<file path="config.mk">
export PLATFORM = sky130hd
export DESIGN_NAME = gmpq_resolve
export DESIGN_NICKNAME = d
export VERILOG_FILES = /design/src/sv/gmpq_pkg.sv /design/src/sv/gmpq_resolve.sv
export SDC_FILE = /design/constraint.sdc
export NUM_CORES = 1
export LEC_CHECK = 0
export BUFFER_PORTS_ARGS = -buffer_cell sky130_fd_sc_hd__buf_2
export CAP_MARGIN = 20
export CORE_UTILIZATION = 33
export DETAILED_ROUTE_END_ITERATION = 6
export MAX_ROUTING_LAYER = met4
export PLACE_DENSITY = 0.64
export SETUP_SLACK_MARGIN = 0.1
export SYNTH_ARGS = -nofsm -noshare
export SYNTH_HDL_FRONTEND = slang
export SYNTH_SLANG_ARGS = --single-unit
</file>
<file path="constraint.sdc">
create_clock -name vclk -period 8.34
set_input_delay 0 -clock vclk [all_inputs]
set_output_delay 0 -clock vclk [all_outputs]
set_load 0.02 [all_outputs]
</file>
<file path="src/sv/gmpq_pkg.sv">
// ----------------------------------------------------------------------------
// gmpq_pkg: shared types and constants for the gap model position query unit
// Holds the table size, field widths, request and status codes, the word that
// travels along the cell chain, and the result word.
// ----------------------------------------------------------------------------
package gmpq_pkg;

  // Table size and derived widths
  localparam int MAX_RUNS = 16;
  localparam int POS_W    = 31;
  localparam int END_W    = POS_W + 1;
  localparam int ROW_W    = 32;
  localparam int CNT_W    = $clog2(MAX_RUNS + 1);
  localparam int SUM_W    = POS_W + CNT_W;

  // Request codes
  typedef enum logic [1:0] {
    REQ_CLEAR  = 2'd0,
    REQ_APPEND = 2'd1,
    REQ_QUERY  = 2'd2,
    REQ_NONE   = 2'd3
  } req_t;

  // Status codes
  typedef enum logic [1:0] {
    ST_DONE   = 2'd0,
    ST_FULL   = 2'd1,
    ST_ORDER  = 2'd2,
    ST_ANSWER = 2'd3
  } status_t;

  // Sequencer states
  typedef enum logic [1:0] {
    S_IDLE = 2'd0,
    S_RUN  = 2'd1,
    S_HOLD = 2'd2
  } state_t;

  // Query word handed from cell to cell
  typedef struct packed {
    logic             valid;
    logic             first;
    logic             allow;
    logic             hit;
    logic             after;
    logic             front;
    logic [POS_W-1:0] pos;
    logic [SUM_W-1:0] gsum;
  } msg_t;

  // Result word
  typedef struct packed {
    status_t          status;
    logic             is_gap;
    logic             is_edge_gap;
    logic [POS_W-1:0] ungapped_pos;
    logic             pos_valid;
    logic [ROW_W-1:0] row_length;
  } result_t;

endpackage

</file>
<file path="src/sv/gmpq_resolve.sv">
// ----------------------------------------------------------------------------
// gmpq_resolve: final answer of a query
// Turns the word leaving the last cell into the gap flags, the ungapped
// position and the saturated row length.
// ----------------------------------------------------------------------------
module gmpq_resolve
  import gmpq_pkg::*;
(
  input  msg_t             msg,
  input  logic [POS_W-1:0] data_length,
  input  logic [ROW_W-1:0] total_gap,
  input  logic             table_used,
  output result_t          res
);

  logic [ROW_W:0]   row_sum;
  logic             tail;
  logic             gap;
  logic [SUM_W-1:0] pos_wide;

  always_comb begin
    row_sum  = {2'b00, data_length} + {1'b0, total_gap};
    // Column at or past the data plus every gap column
    tail     = {2'b00, msg.pos} >= row_sum;
    gap      = msg.hit || (!msg.after && tail);
    pos_wide = {{(SUM_W-POS_W){1'b0}}, msg.pos};

    res             = '0;
    res.status      = ST_ANSWER;
    res.is_gap      = gap;
    res.is_edge_gap = table_used && (msg.front || (!msg.after && tail));
    res.row_length  = row_sum[ROW_W] ? {ROW_W{1'b1}} : row_sum[ROW_W-1:0];
    if (gap && !msg.allow) begin
      res.pos_valid    = 1'b0;
      res.ungapped_pos = '0;
    end else begin
      res.pos_valid = 1'b1;
      if (msg.gsum > pos_wide) begin
        res.ungapped_pos = '0;
      end else begin
        res.ungapped_pos = msg.pos - msg.gsum[POS_W-1:0];
      end
    end
  end

endmodule

</file>
==> qor.txt <==
outcome -> completed
largest net degree at the start of global routing -> 32
commonest non-fill, non-tap cell in the layout -> buf_2
initial drt markers -> 318
Reg area -> 0 sq um
Setup CP Type -> in -> out
GRT met2 Usage -> 33.0%
Starting Density -> 33.9%
Fin. Hold Viols -> 0
syn_area_per_cell -> 6.89 sq um
critical path startpoint category -> input pin
Row Count -> 45
Crit Path Max Fanout -> 31
drc violations -> 0
Hold Slack -> 0.328 ns
CP max stage delay -> 0.30 ns
RePlAce Congestion -> 0.895
post-synthesis cell area -> 5150 sq um
final setup violation count -> 0
Pre-antenna DRT Iters -> 4
postcts setup bufs -> 0
Cells on Worst Hold Path -> 4
GRT Max-Usage Layer -> met2
initial antenna violation count -> 5
RSZ-0062 raised after global routing -> no
count of cell types in the netlist -> 73
Core ar. -> 15200 sq um
YS warnings -> 0
CP required -> 8.34 ns
slowest stage cell on the critical path -> o31a_1
Post-DP Area -> 6300 sq um
Routed wire per std cell -> 14.0 um
vias in the first global route -> 5320
CLK BUF -> 0
post_cts resized -> 0
switch share -> 59.6%
most frequent cells in the layout -> buf_2 (201), ha_1 (123), inv_1 (85)
via count -> 5707
clock share of power -> 0%
Rel. slew slack -> 32.5%
Post-Layout Inst Area -> 6310 sq um
maximum clock frequency -> 224 MHz
combinational power share -> 100.0%
final wirelength -> 15700 um
first-pass GRT wire length -> 25600 um
die area -> 16100 sq um
Routed Antenna Nets -> 0
port bufs -> 201
Die Height -> 127 um
Slew Viols, Final -> 0
Cells after Synth -> 747
Min-Delay Path Class -> in -> out
maxcap violations -> 0
GRT Residual Overflow -> 0
Die Width -> 127 um
Total GRT Usage -> 19.6%
worst hold start -> msg[67]
final worst-path cycle share -> 53.5%
Reg power frac -> 0%
post-layout util -> 41.5%
cells along the critical path -> buf_2 -> ha_1 -> inv_1 -> fa_1 -> nor2b_1 -> o31a_1 -> o31a_1 -> a31o_2 -> a31oi_2 -> o21bai_1 -> a21oi_1 -> xor2_1 -> ha_1 -> a21oi_1 -> nor2b_1 -> o21ai_0 -> o211ai_1 -> o21ai_0 -> a31oi_1 -> o31ai_4 -> o211ai_2 -> buf_4 -> a31oi_1 -> buf_2
Post-CTS Hold Buffers -> 0
crit end category -> output pin
Non-Filler Instances -> 1124
PwrDens -> 82.6 nW/um^2
final setup TNS -> 0 ns
area growth from synthesis to layout -> 22.6%
Vias/cell -> 5.08
post-layout min period -> 4.46 ns
met1 Track Usage GR -> 26.0%
Sw Pwr -> 311 uW
CP Data Arrival Time -> 4.46 ns
Max IR drop VDD -> 0.0428 mV
sequential share of the synthesized area -> 0%
LEAKAGE -> 3.49 nW
placed cell count -> 1119
Hold Path End -> res[64]
worst slew pin tran -> 1.01 ns
Ports -> 205
FF+latch count -> 0
nets -> 1195
Internal -> 211 uW
share of cells above drive strength 1 -> 24.2%
DP HPWL -> 14100 um
GR Util met3 -> 1.22%
-- worst max-delay path, delay by kind of cell --
kind | cells | cell delay [ns]
AOI/OAI and AO/OA | 14 | 2.70
adders and majority gates | 3 | 0.72
xor gates and xnor gates | 1 | 0.25
buffers and inverters | 4 | 0.64
and+or+nand+nor | 2 | 0.13
-- layer usage --
metal  share of wire [%]  routed length, um
met1                  48               7500
met2                  47               7350
met4                 1.7                259
met5                   0                  0
met3                 3.8                589
-- power by group through the flow --
stage	combinational, mW	sequential (mW)	clock [mW]
final	0.522	0	0.0000000803
after global routing	0.589	0	0.0000000803
after CTS	0.524	0	0
after detailed placement	0.522	0	0
after global placement	0.517	0	0
after floorplan	0.370	0	0
-- area by class of cell --
cell class	count	area (sq um)
diodes	5	12.5
multi-input cells	644	4730
fillers	1682	8890
well taps	188	235
repair buffers	202	1010
inverters	85	319
-- worst max-delay path by stage --
stage                         startpoint       to  slack [ns]  cells past startpoint
after floorplan           data_length[0]  res[48]        4.51                     22
final                     data_length[0]  res[48]        3.88                     24
after global placement    data_length[0]  res[48]        3.91                     24
after detailed placement  data_length[0]  res[48]        3.90                     24
after global routing        total_gap[0]  res[48]        3.50                     23
after CTS                 data_length[0]  res[48]        3.89                     24
-- cells by family after synthesis --
group                      Yosys count  synth area share (%)
AOI/OAI and AO/OA                  225                  29.3
muxes                                5                 0.996
xor gates and xnor gates            43                  7.31
buffers and inverters              104                  8.14
other                                1                0.0728
and+or+nand+nor                    244                  23.5
adders and majority gates          125                  30.7
-- cells in the mapped netlist, types with 13 or more instances --
| library cell | instances | area share [%] |
|---|---|---|
| o21ai_0 | 41 | 4.0 |
| nor2_1 | 68 | 5.0 |
| a21oi_1 | 67 | 6.5 |
| xnor2_1 | 25 | 4.3 |
| nand2_1 | 80 | 5.8 |
| a21o_1 | 26 | 3.8 |
| nand4_1 | 14 | 1.7 |
| ha_1 | 123 | 30 |
| xor2_1 | 18 | 3.1 |
| inv_1 | 85 | 6.2 |
| nand2b_1 | 13 | 1.6 |
| o21a_1 | 14 | 2.0 |
-- through the flow --
| stage | total power [mW] | setup slack (ns) |
|---|---|---|
| floorplan | 0.370 | 4.51 |
| global placement | 0.517 | 3.91 |
| detailed placement | 0.522 | 3.90 |
| CTS | 0.524 | 3.89 |
| global route | 0.589 | 3.50 |
| finish | 0.522 | 3.88 |
No activity file was read; power rests on OpenSTA's default activity.
