File: src/sv/gmpq_pkg.sv
// ----------------------------------------------------------------------------
// gmpq_pkg: shared types and constants for the gap model position query unit
// Holds the table size, field widths, request and status codes, the word that
// travels along the cell chain, and the result word.
// ----------------------------------------------------------------------------
package gmpq_pkg;

  // Table size and derived widths
  localparam int MAX_RUNS = 16;
  localparam int POS_W    = 31;
  localparam int END_W    = POS_W + 1;
  localparam int ROW_W    = 32;
  localparam int CNT_W    = $clog2(MAX_RUNS + 1);
  localparam int SUM_W    = POS_W + CNT_W;

  // Request codes
  typedef enum logic [1:0] {
    REQ_CLEAR  = 2'd0,
    REQ_APPEND = 2'd1,
    REQ_QUERY  = 2'd2,
    REQ_NONE   = 2'd3
  } req_t;

  // Status codes
  typedef enum logic [1:0] {
    ST_DONE   = 2'd0,
    ST_FULL   = 2'd1,
    ST_ORDER  = 2'd2,
    ST_ANSWER = 2'd3
  } status_t;

  // Sequencer states
  typedef enum logic [1:0] {
    S_IDLE = 2'd0,
    S_RUN  = 2'd1,
    S_HOLD = 2'd2
  } state_t;

  // Query word handed from cell to cell
  typedef struct packed {
    logic             valid;
    logic             first;
    logic             allow;
    logic             hit;
    logic             after;
    logic             front;
    logic [POS_W-1:0] pos;
    logic [SUM_W-1:0] gsum;
  } msg_t;

  // Result word
  typedef struct packed {
    status_t          status;
    logic             is_gap;
    logic             is_edge_gap;
    logic [POS_W-1:0] ungapped_pos;
    logic             pos_valid;
    logic [ROW_W-1:0] row_length;
  } result_t;

endpackage

File: src/sv/gmpq_cell.sv
// ----------------------------------------------------------------------------
// gmpq_cell: one gap run of the table
// Stores one run and updates the query word passing through it: hit inside
// the run, run beyond the column, leading gap at the first run, and the count
// of gap columns before the column.
// ----------------------------------------------------------------------------
module gmpq_cell
  import gmpq_pkg::*;
(
  input  logic             clk,
  input  logic             rst,
  input  logic             wr_en,
  input  logic [POS_W-1:0] wr_start,
  input  logic [POS_W-1:0] wr_length,
  input  logic             used,
  input  msg_t             msg_in,
  output msg_t             msg_out
);

  logic [POS_W-1:0] run_start;
  logic [POS_W-1:0] run_length;
  logic [END_W-1:0] run_end;

  logic [END_W-1:0] pos_ext;
  logic             active;
  logic             start_lt_pos;
  logic             end_gt_pos;
  logic [POS_W-1:0] part;
  msg_t             msg_next;

  // Store the run, with its end worked out once at write time
  always_ff @(posedge clk) begin
    if (wr_en) begin
      run_start  <= wr_start;
      run_length <= wr_length;
      run_end    <= {1'b0, wr_start} + {1'b0, wr_length};
    end
  end

  // Compare the column against this run and add its gap columns
  always_comb begin
    pos_ext      = {1'b0, msg_in.pos};
    active       = msg_in.valid && used;
    start_lt_pos = run_start < msg_in.pos;
    end_gt_pos   = run_end > pos_ext;
    if (msg_in.allow && end_gt_pos) begin
      part = msg_in.pos - run_start;
    end else begin
      part = run_length;
    end
    msg_next       = msg_in;
    msg_next.first = 1'b0;
    if (active) begin
      if (!start_lt_pos && (run_start != msg_in.pos)) begin
        msg_next.after = 1'b1;
      end
      if (!(msg_in.pos < run_start) && end_gt_pos) begin
        msg_next.hit = 1'b1;
      end
      if (msg_in.first) begin
        msg_next.front = (run_start == '0) && (msg_in.pos < run_length);
      end
      if (start_lt_pos) begin
        msg_next.gsum = msg_in.gsum + {{(SUM_W-POS_W){1'b0}}, part};
      end
    end
  end

  // Hand the word to the next cell; only the valid flag is reset
  always_ff @(posedge clk) begin
    if (rst) begin
      msg_out.valid <= 1'b0;
    end else begin
      msg_out.valid <= msg_next.valid;
    end
    msg_out.first <= msg_next.first;
    msg_out.allow <= msg_next.allow;
    msg_out.hit   <= msg_next.hit;
    msg_out.after <= msg_next.after;
    msg_out.front <= msg_next.front;
    msg_out.pos   <= msg_next.pos;
    msg_out.gsum  <= msg_next.gsum;
  end

endmodule

File: config.mk
export PLATFORM = sky130hd
export DESIGN_NAME = gmpq_cell
export DESIGN_NICKNAME = d
export VERILOG_FILES = /design/src/sv/gmpq_pkg.sv /design/src/sv/gmpq_cell.sv
export SDC_FILE = /design/constraint.sdc
export NUM_CORES = 1
export LEC_CHECK = 0
export ABC_CLOCK_PERIOD_IN_PS = 6200
export BUFFER_PORTS_ARGS = -buffer_cell sky130_fd_sc_hd__buf_2
export CAP_MARGIN = 20
export CORE_MARGIN = 5
export CORE_UTILIZATION = 50
export CTS_CLUSTER_DIAMETER = 80
export CTS_CLUSTER_SIZE = 24
export DETAILED_ROUTE_END_ITERATION = 8
export PLACE_DENSITY = 0.79
export SYNTH_ARGS = -nofsm -noshare
export SYNTH_HDL_FRONTEND = slang
export SYNTH_SLANG_ARGS = --single-unit
File: constraint.sdc
create_clock -name clk -period 6.2 [get_ports clk]
set_input_delay 0.62 -clock clk [delete_from_list [all_inputs] [get_ports clk]]
set_output_delay 0.62 -clock clk [all_outputs]
set_load 0.05 [all_outputs]
==> flow_results.org, run 1 <==
** Outcome
- Run status :: finished, final reports clean

** Worst setup path
- The worst setup path is captured at a flip-flop.
- In this run the register-to-register setup slack is a little under 0.9 ns.
- STA classifies the critical path startpoint as an input pin.
- Capturing point of the worst reg2reg path :: msg_out[28]
- R2r startpoint :: run_end[17]
- Required @ worst endpoint :: 6.52 ns
- Data on the critical path arrives at its endpoint at around 5.7 ns.
- Measured in cells, the most critical reg-to-reg path has a length of 19.
- Along the worst path, the maximum fanout reaches 22.
- Crit path kind :: in2reg

** Cells and area
- P&R area growth vs syn :: 17.2%
- After the last flow step, the layout net total stands at 1684.
- Finished layout cell area :: 13500 um^2
- Excluding fillers, the count of instances in the completed layout stands at between 1.5k and 2k.
- Filler instances :: between 1.5k and 2k
- The post-route netlist has 21.1% of its cells at a drive strength greater than 1.

** Timing
- Final setup violation count :: 0
- Based on the critical path, the design can be clocked at up to 187 MHz.
- The final critical path takes up 86.2% of the cycle.
- Worst-case clock skew :: 0.0127 ns
- The final count of pins violating max slew was 0.
- Headroom to the max-slew limit came out at 38.1%.
- The number of failing hold endpoints at the final stage came to 0.
- Setup repair after global routing left no endpoint under its margin.
- Shortest clock period the worst path allows after layout :: between 5 and 6 ns
- Slew of the pin with the lowest slew margin :: 0.928 ns
- After routing, the total negative slack on setup checks comes to 0 ns.

** Logic synthesis
- Async SR Flop Fraction :: 0%
- Flip-flop and latch count after synthesis :: 166
- Yosys printed 0 warnings.
- Flip-flop cell with the highest count after synthesis :: sky130_fd_sc_hd__edfxtp_1
- Syn Area/Cell :: 9.86 um^2
- Most frequent cells after synthesis :: 154 x sky130_fd_sc_hd__ha_1, 123 x sky130_fd_sc_hd__inv_1, 97 x sky130_fd_sc_hd__a21oi_1, 94 x sky130_fd_sc_hd__edfxtp_1, 72 x sky130_fd_sc_hd__dfxtp_1
- Yosys attributes the largest share of cell area to sky130_fd_sc_hd__edfxtp_1 24%, sky130_fd_sc_hd__ha_1 17%, sky130_fd_sc_hd__dfxtp_1 12%.
- Cell area after synthesis :: roughly 12000 um^2
- Of all cell types, the one taking the most synthesized area is sky130_fd_sc_hd__edfxtp_1.
- The synthesized design contains 94 enable-type register cells.
- Post-synthesis net count :: 1466
- The synthesized netlist contains 70 unique library cells.
- Number of standard cells after synthesis :: 1170
- After synthesis, the largest area contributor takes up roughly a quarter of total cell area.
- Among all cell types in the netlist, the one instantiated most often is sky130_fd_sc_hd__ha_1.
- Portion of the post-synthesis area used by sequential elements :: 37.0%

** Power and ir drop
- Cell internal power was estimated by the tool at 2.46 mW.
- In this run the power spent charging and discharging nets is between 1 and 1.5 mW.
- The clock network accounts for 28.7% of the total power.
- Of the total power, the share spent switching nets is around 36%.
- Leakage power :: 6.45 nW
- Power share of the sequential group :: 34.8%
- Areal power density over the cells :: about 280 nW/um^2
- Share of total power in combinational logic :: 36.5%
- Overall Power :: between 3 and 4 mW
- Highest ir drop seen on vdd :: between 0.15 and 0.2 mV

** Global routing
- Via count of the first global-routing pass :: approximately 9.4k
- Grt ovf :: 0
- In the global route stage, overall resource usage came out at 22.9%.
- Antenna violations before repair :: 2
- Entering global routing, the biggest net connects 76 pins.
- The first global-routing pass estimated roughly 48 mm of wire.

** Clock tree
- Reg clk slew, reported paths :: 0.07 ns
- Clock Tree Root :: sky130_fd_sc_hd__clkbuf_16
- Hold repair after CTS inserted 0 buffers.
- Bufs on Longest Clock Path :: 2
- CTS tree :: yes
- Htree depth :: 4
- The number of clock buffers added by TritonCTS is 17.
- In this run, post-CTS repair resized a total of 0 instances.
- Clock sinks :: 166
- Post-CTS setup repair buffer count :: 0
- For the worst-skew pair, the clock arrives at the later sink with an insertion delay of 0.43 ns.

** Placed design
- The congestion estimate from routability-driven global placement came to 0.953.
- In this run the cell area measured after placement is 12900 um^2.
- IO Port Bufs :: 210
- The HPWL after detailed placement is 24.9 mm.
- Cell count after placement :: 1653

** Routing
- DRT antenna net count :: 0
- Total Routed Length :: about 31 mm
- Number of iterations in the first detailed-routing pass :: 5
- WL/cell :: 18.2 um
- Vias per inst :: between 5 and 6
- DR iter-0 viols :: 815
- Vias after detailed routing :: 9591
- For this run, design rule violations remaining after detail routing come to 0.

** Run
- Max-cap violations :: 0

** Floorplanning
- Y dimension of the die :: 162 um
- X dimension of the die :: 162 um
- Once the floorplan was initialized, standard cells occupied 50.8% of the core.
- Placeable core region :: 22700 um^2
- Site Rows :: 55
- For this design the top-level I/O count stands at approximately 210.
- Full die area :: 26200 um^2

** Min path
- Counting instances, the worst hold path has a depth of 1.
- The worst hold path begins at msg_in[65].
- The min-delay analysis places its worst path in the category in2reg.
- Hold worst-path end :: msg_out[65]
[metal layers]
layer	track usage (%)	share of wire, %	routed length (um)	vias to the layer above
met1	31.4	45	13700	4441
li1	-	-	-	4738
met3	3.88	6.8	2090	46
met4	7.57	2.6	812	2
met5	0	0.036	11	-
met2	37.0	46	14100	364
[worst max-delay path by stage]
stage | startpoint | endpoint | depth (start not counted) | slack [ns]
finish | msg_in[37] | msg_out[28] | 22 | 0.85
global route | msg_in[37] | msg_out[28] | 23 | 0.48
CTS | msg_in[37] | msg_out[28] | 23 | 0.91
detailed placement | msg_in[37] | msg_out[28] | 23 | 0.44
global placement | msg_in[37] | msg_out[28] | 22 | 0.60
floorplan | msg_in[37] | msg_out[24] | 22 | 1.25
[logic make-up after synthesis]
| group | after synthesis | share of synthesized area, % |
|---|---|---|
| AO/OA/AOI/OAI | 320 | 18.4 |
| XOR/XNOR | 87 | 6.61 |
| adder cells (fa/ha/maj) | 157 | 17.2 |
| buffers and inverters | 141 | 4.88 |
| flip-flops | 166 | 37.0 |
| multiplexers | 60 | 5.56 |
| other | 1 | 0.0325 |
| AND/OR/NAND/NOR | 238 | 10.3 |
[state kept, by name, indices dropped and copies added, names as in the netlist]
register    cells
msg_out        72
run_start      31
run_end        32
run_length     31
[cells in the final DEF (no fill, tap or decap), types with 5 or more instances in the layout]
cell type / count
sky130_fd_sc_hd__nor3_1: 9
sky130_fd_sc_hd__edfxtp_1: 94
sky130_fd_sc_hd__nor2b_1: 14
sky130_fd_sc_hd__dfxtp_1: 72
sky130_fd_sc_hd__a211oi_1: 16
sky130_fd_sc_hd__and3_1: 9
sky130_fd_sc_hd__nand2b_1: 13
sky130_fd_sc_hd__ha_1: 154
sky130_fd_sc_hd__o31ai_1: 6
sky130_fd_sc_hd__clkbuf_16: 18
sky130_fd_sc_hd__nor2_1: 53
sky130_fd_sc_hd__o21a_1: 6
sky130_fd_sc_hd__a31oi_1: 7
sky130_fd_sc_hd__a21o_1: 65
sky130_fd_sc_hd__o21bai_1: 19
sky130_fd_sc_hd__nand3_1: 23
sky130_fd_sc_hd__o21ai_0: 48
sky130_fd_sc_hd__o211ai_1: 7
sky130_fd_sc_hd__mux2i_1: 27
sky130_fd_sc_hd__xor2_1: 34
sky130_fd_sc_hd__nand2_1: 57
sky130_fd_sc_hd__xnor2_1: 53
sky130_fd_sc_hd__a21oi_1: 97
sky130_fd_sc_hd__buf_2: 209
sky130_fd_sc_hd__or2_2: 5
sky130_fd_sc_hd__inv_1: 123
sky130_fd_sc_hd__mux2_2: 30
sky130_fd_sc_hd__nand4_1: 28
sky130_fd_sc_hd__buf_4: 7
sky130_fd_sc_hd__nor4_1: 12
[critical path, cell delays in order]
cell	delay [ns]
sky130_fd_sc_hd__buf_2	0.14
sky130_fd_sc_hd__inv_1	0.07
sky130_fd_sc_hd__ha_1	0.30
sky130_fd_sc_hd__nor2b_1	0.13
sky130_fd_sc_hd__o21ai_0	0.10
sky130_fd_sc_hd__nand2b_1	0.08
sky130_fd_sc_hd__a21oi_1	0.08
sky130_fd_sc_hd__or4_1	0.47
sky130_fd_sc_hd__o211ai_1	0.12
sky130_fd_sc_hd__nand4_1	0.11
sky130_fd_sc_hd__nand2_1	0.40
sky130_fd_sc_hd__buf_4	0.43
sky130_fd_sc_hd__mux2_2	0.39
sky130_fd_sc_hd__ha_1	0.39
sky130_fd_sc_hd__nand4_1	0.15
sky130_fd_sc_hd__or3_1	0.33
sky130_fd_sc_hd__o21ai_1	0.19
sky130_fd_sc_hd__o21ai_0	0.16
sky130_fd_sc_hd__a21bo_2	0.24
sky130_fd_sc_hd__a222oi_1	0.35
sky130_fd_sc_hd__xor2_1	0.10
sky130_fd_sc_hd__mux2_1	0.30
[power groups by stage]
stage	Sequential [mW]	Clock [mW]	Combinational, mW
final	1.34	1.10	1.40
after global routing	1.35	1.16	1.54
after CTS	1.33	1.12	1.39
after detailed placement	1.36	0	1.38
after global placement	1.36	0	1.35
after floorplan	1.49	0	0.889
[stage by stage]
step	hold WS, ns	util (%)	worst slack (ns)
floorplan	0.648	-	1.25
global placement	0.775	56.8	0.597
detailed placement	0.778	56.8	0.443
CTS	0.329	59.4	0.906
global route	0.334	59.5	0.485
finish	0.344	59.5	0.855
[layout make-up]
class | instances | area (um^2) | share of cell area (%)
inverter | 123 | 462 | 3.41
clock inverter | 11 | 129 | 0.953
timing repair buffer | 217 | 1120 | 8.27
clock buffer | 21 | 482 | 3.56
multi-input combinational | 863 | 6710 | 49.6
antenna | 1 | 2.50 | 0.0185
tap | 285 | 357 | 2.64
sequential | 166 | 4260 | 31.5
Power figures use the tool's default switching activity.
==> inputs of run 2 (changes only) <==
Settings changed: CELL_PAD_IN_SITES_DETAIL_PLACEMENT set to 0, CELL_PAD_IN_SITES_GLOBAL_PLACEMENT set to 1, CORE_UTILIZATION 50 to 44, GPL_TIMING_DRIVEN set to 0, PLACE_DENSITY 0.79 to 0.88.
==> run 2 against run 1 <==
Net effect:
- largest cell class unchanged
- non-clock buffer count up 12
- sequential cell count unchanged
- first-iteration DRC count down 7.2%
- via count down 2.1%
- count of clock-buffer cells in the layout down 3
- hold slack about the same
==> flow_results.org, run 2 (same netlist as run 1, synthesis figures left out) <==
** Placed design
- OpenSTA, run right after detailed placement, puts the worst setup slack at roughly 0.15 ns.
- Detailed placement ended at an HPWL of 25.5 mm.
- The congestion estimate from routability-driven global placement came to slightly below 0.9.
- Port buffering added 210 buffers.

** Clock tree
- Post-CTS setup repair buffer count :: 0
- Clock sinks :: 166
- After clock tree synthesis, the flow added hold-fix buffers numbering 0.
- Clock latency on the worst-skew pair, taken at its later pin, is 0.44 ns.
- Clock Tree Root :: sky130_fd_sc_hd__clkbuf_16
- Clock-pin slew was measured on the worst setup and hold paths at 0.08 ns.
- TritonCTS built the clock tree.
- The clock passes through at most 2 buffers.
- Gates resized during post-CTS repair numbered 0.
- Htree depth :: 4
- Num CTS Buffers :: 17

** Floorplanning
- For this configuration, the core starts out at a cell density of 44.5%.
- 212 I/O pins were placed.
- Placeable core region :: approximately 26000 um^2
- The floorplan step defined a die boundary enclosing around 30000 um^2.
- X dimension of the die :: 172 um
- Measured along the y axis, the die boundary spans 172 um.
- Site Rows :: between 50 and 60

** Cells and area
- In the layout the commonest cells are 212 x sky130_fd_sc_hd__buf_2, 154 x sky130_fd_sc_hd__ha_1, 123 x sky130_fd_sc_hd__inv_1.
- In the final layout, the registers with the most flip-flops are msg_out x72, run_end x32.
- The register with the most flip-flops in the layout has 72 of them.
- P&R area growth vs syn :: 18.4%
- The register with the most flip-flops in the final layout is msg_out.
- Final #Nets :: 1696
- Most common cell after layout, fill and taps aside :: sky130_fd_sc_hd__buf_2
- Inserted Diodes :: 0
- Share of layout cells above drive strength 1 :: between 20% and 30%

** Power and ir drop
- Cell internal power was estimated by the tool at 2.49 mW.
- Areal power density over the cells :: 283 nW/um^2
- The worst-case IR drop observed on VDD is 0.201 mV.
- Share of total power in combinational logic :: 36.0%
- Net switching is a little over a third of the power.
- For this design the total switching power over the nets is 1.37 mW.
- The share of total power dissipated in the clock network is 29.5%.
- The design draws 3.86 mW.
- Power share of the sequential group :: 34.5%
- Leakage power :: 6.48 nW

** Routing
- The pre-antenna-repair detailed-routing pass consisted of 5 iterations.
- Dividing the detail-routed wire length by the instance count gives 17.6 um.
- Vias per inst :: 5.37
- Once detail routing completed, the nets flagged for antenna violations numbered 0.
- Across all layers, the routed design uses 9385 vias.
- Summed over all layers, the routed wires come to around 31 mm.
- DR iter-0 viols :: 756
- DRC viols :: 0

** Worst setup path
- WP data arrival :: between 5 and 6 ns
- STA classifies the critical path endpoint as a flip-flop.
- Together, buffers and inverters on the worst path number 3.
- Worst Reg2Reg Path Length in Cells :: 21
- The cell that appears most often on the critical path is sky130_fd_sc_hd__a21oi_1.
- The largest single stage delay on the critical path is roughly 0.47 ns.
- Crit path kind :: in2reg
- Cell with the largest stage delay on the worst path :: sky130_fd_sc_hd__or4_1
- Cell family contributing the most delay on the critical path :: compound AO/OA/AOI/OAI gates
- STA classifies the critical path startpoint as an input pin.
- Largest fanout of any net on the critical path :: 10
- The worst register-to-register path has a setup slack of 0.68 ns.
- For the worst setup path, the data required time is 6.53 ns.
- The signal on the critical path passes through buf_2, inv_1, ha_1, nor2b_1, o21ai_0, nand2b_1, a21oi_1, or4_1, o211ai_1, nand4_1, nand2_1, buf_2, mux2_2, fa_1, a211oi_1, o21bai_1, a21oi_1, o311ai_0, a21o_1, a21oi_1, o31ai_1, xor2_1, mux2_2.
- Total number of cells along the worst setup path :: 23

** Timing
- For the pin with the worst max-slew slack, the measured transition is approximately 0.74 ns.
- Worst max-slew margin expressed relative to the limit :: 50.0%
- Between clock sinks in the finished design, the worst skew comes to 0.0121 ns.
- Max Freq :: around 180 MHz
- The number of failing hold endpoints at the final stage is 0.
- Unrepaired setup endpoints after global routing :: no
- Final hold analysis gives a worst-case slack of 0.344 ns.
- Number of max-slew violations in the final report :: 0
- For the finished layout, the period the worst path requires is roughly 5.6 ns.
- Accumulated negative setup slack :: 0 ns
- Slack of the critical path :: 0.633 ns
- Final setup violation count :: 0
- Of the available clock period, the critical path in the final layout requires 89.8%.

** Global routing
- Aggregate global-route resource usage :: 20.6%
- Summed over all layers, the global routing overflow is 0.
- Wire length of the first global-routing pass :: between 40 and 50 mm
- Maximum number of pins on one net before global-route repair :: 78
- Antenna violations before repair :: 1
- The number of global-route vias before repair came to 9109.

** Outcome
- Run status :: finished, final reports clean

** Min path
- Hold-critical path depth :: 1
- Hold crit path type :: in2reg

** Run
- Across the run, the number of max-cap violations was 0.
run 2: area by class of cell:
cell class,count,area (um^2)
buffer,18,101
clock buffer,18,429
clock inverter,14,191
fill,2296,12300
inverter,123,462
multi-input combinational,863,6710
sequential,166,4260
tap,335,419
timing repair buffer,211,1080
run 2: per-stage QoR:
step	instances	utilization [%]	instance area, um^2
after floorplan	1170	-	11500
after global placement	1715	50.2	13000
after detailed placement	1716	50.3	13000
after CTS	1748	52.7	13700
after global routing	1748	52.7	13700
final	1748	52.7	13700
run 2: worst paths after layout:
path                                    start          end
worst min register to register  run_start[27]  msg_out[67]
worst min-delay path               msg_in[64]  msg_out[64]
worst max register to register     run_end[1]  msg_out[24]
worst max-delay path               msg_in[37]  msg_out[24]
run 2: worst register-to-register path: cells and delay by family (launching register included):
family                   cells  cell delay (ns)
XOR/XNOR                     1             0.15
multiplexers                 2             0.69
AND/OR/NAND/NOR              5             0.98
adder cells (fa/ha/maj)      2             0.75
buffers and inverters        1             0.32
flip-flops                   1             0.37
AO/OA/AOI/OAI               10             2.15
run 2: power groups by stage:
stage / Sequential (mW) / Combinational, mW / Clock [mW]
2_1_floorplan: 1.49 / 0.889 / 0
3_3_place_gp: 1.35 / 1.36 / 0
3_5_place_dp: 1.36 / 1.38 / 0
4_1_cts: 1.33 / 1.39 / 1.16
5_1_grt: 1.34 / 1.55 / 1.20
6_report: 1.33 / 1.39 / 1.14
run 2: metal layers:
layer | global-route usage [%] | vias up | part of all wire (%)
met5 | 0 | - | 0.023
met4 | 6.70 | 2 | 2.3
met3 | 2.97 | 39 | 5.9
met2 | 32.8 | 278 | 45
met1 | 29.0 | 4304 | 46
li1 | - | 4762 | -
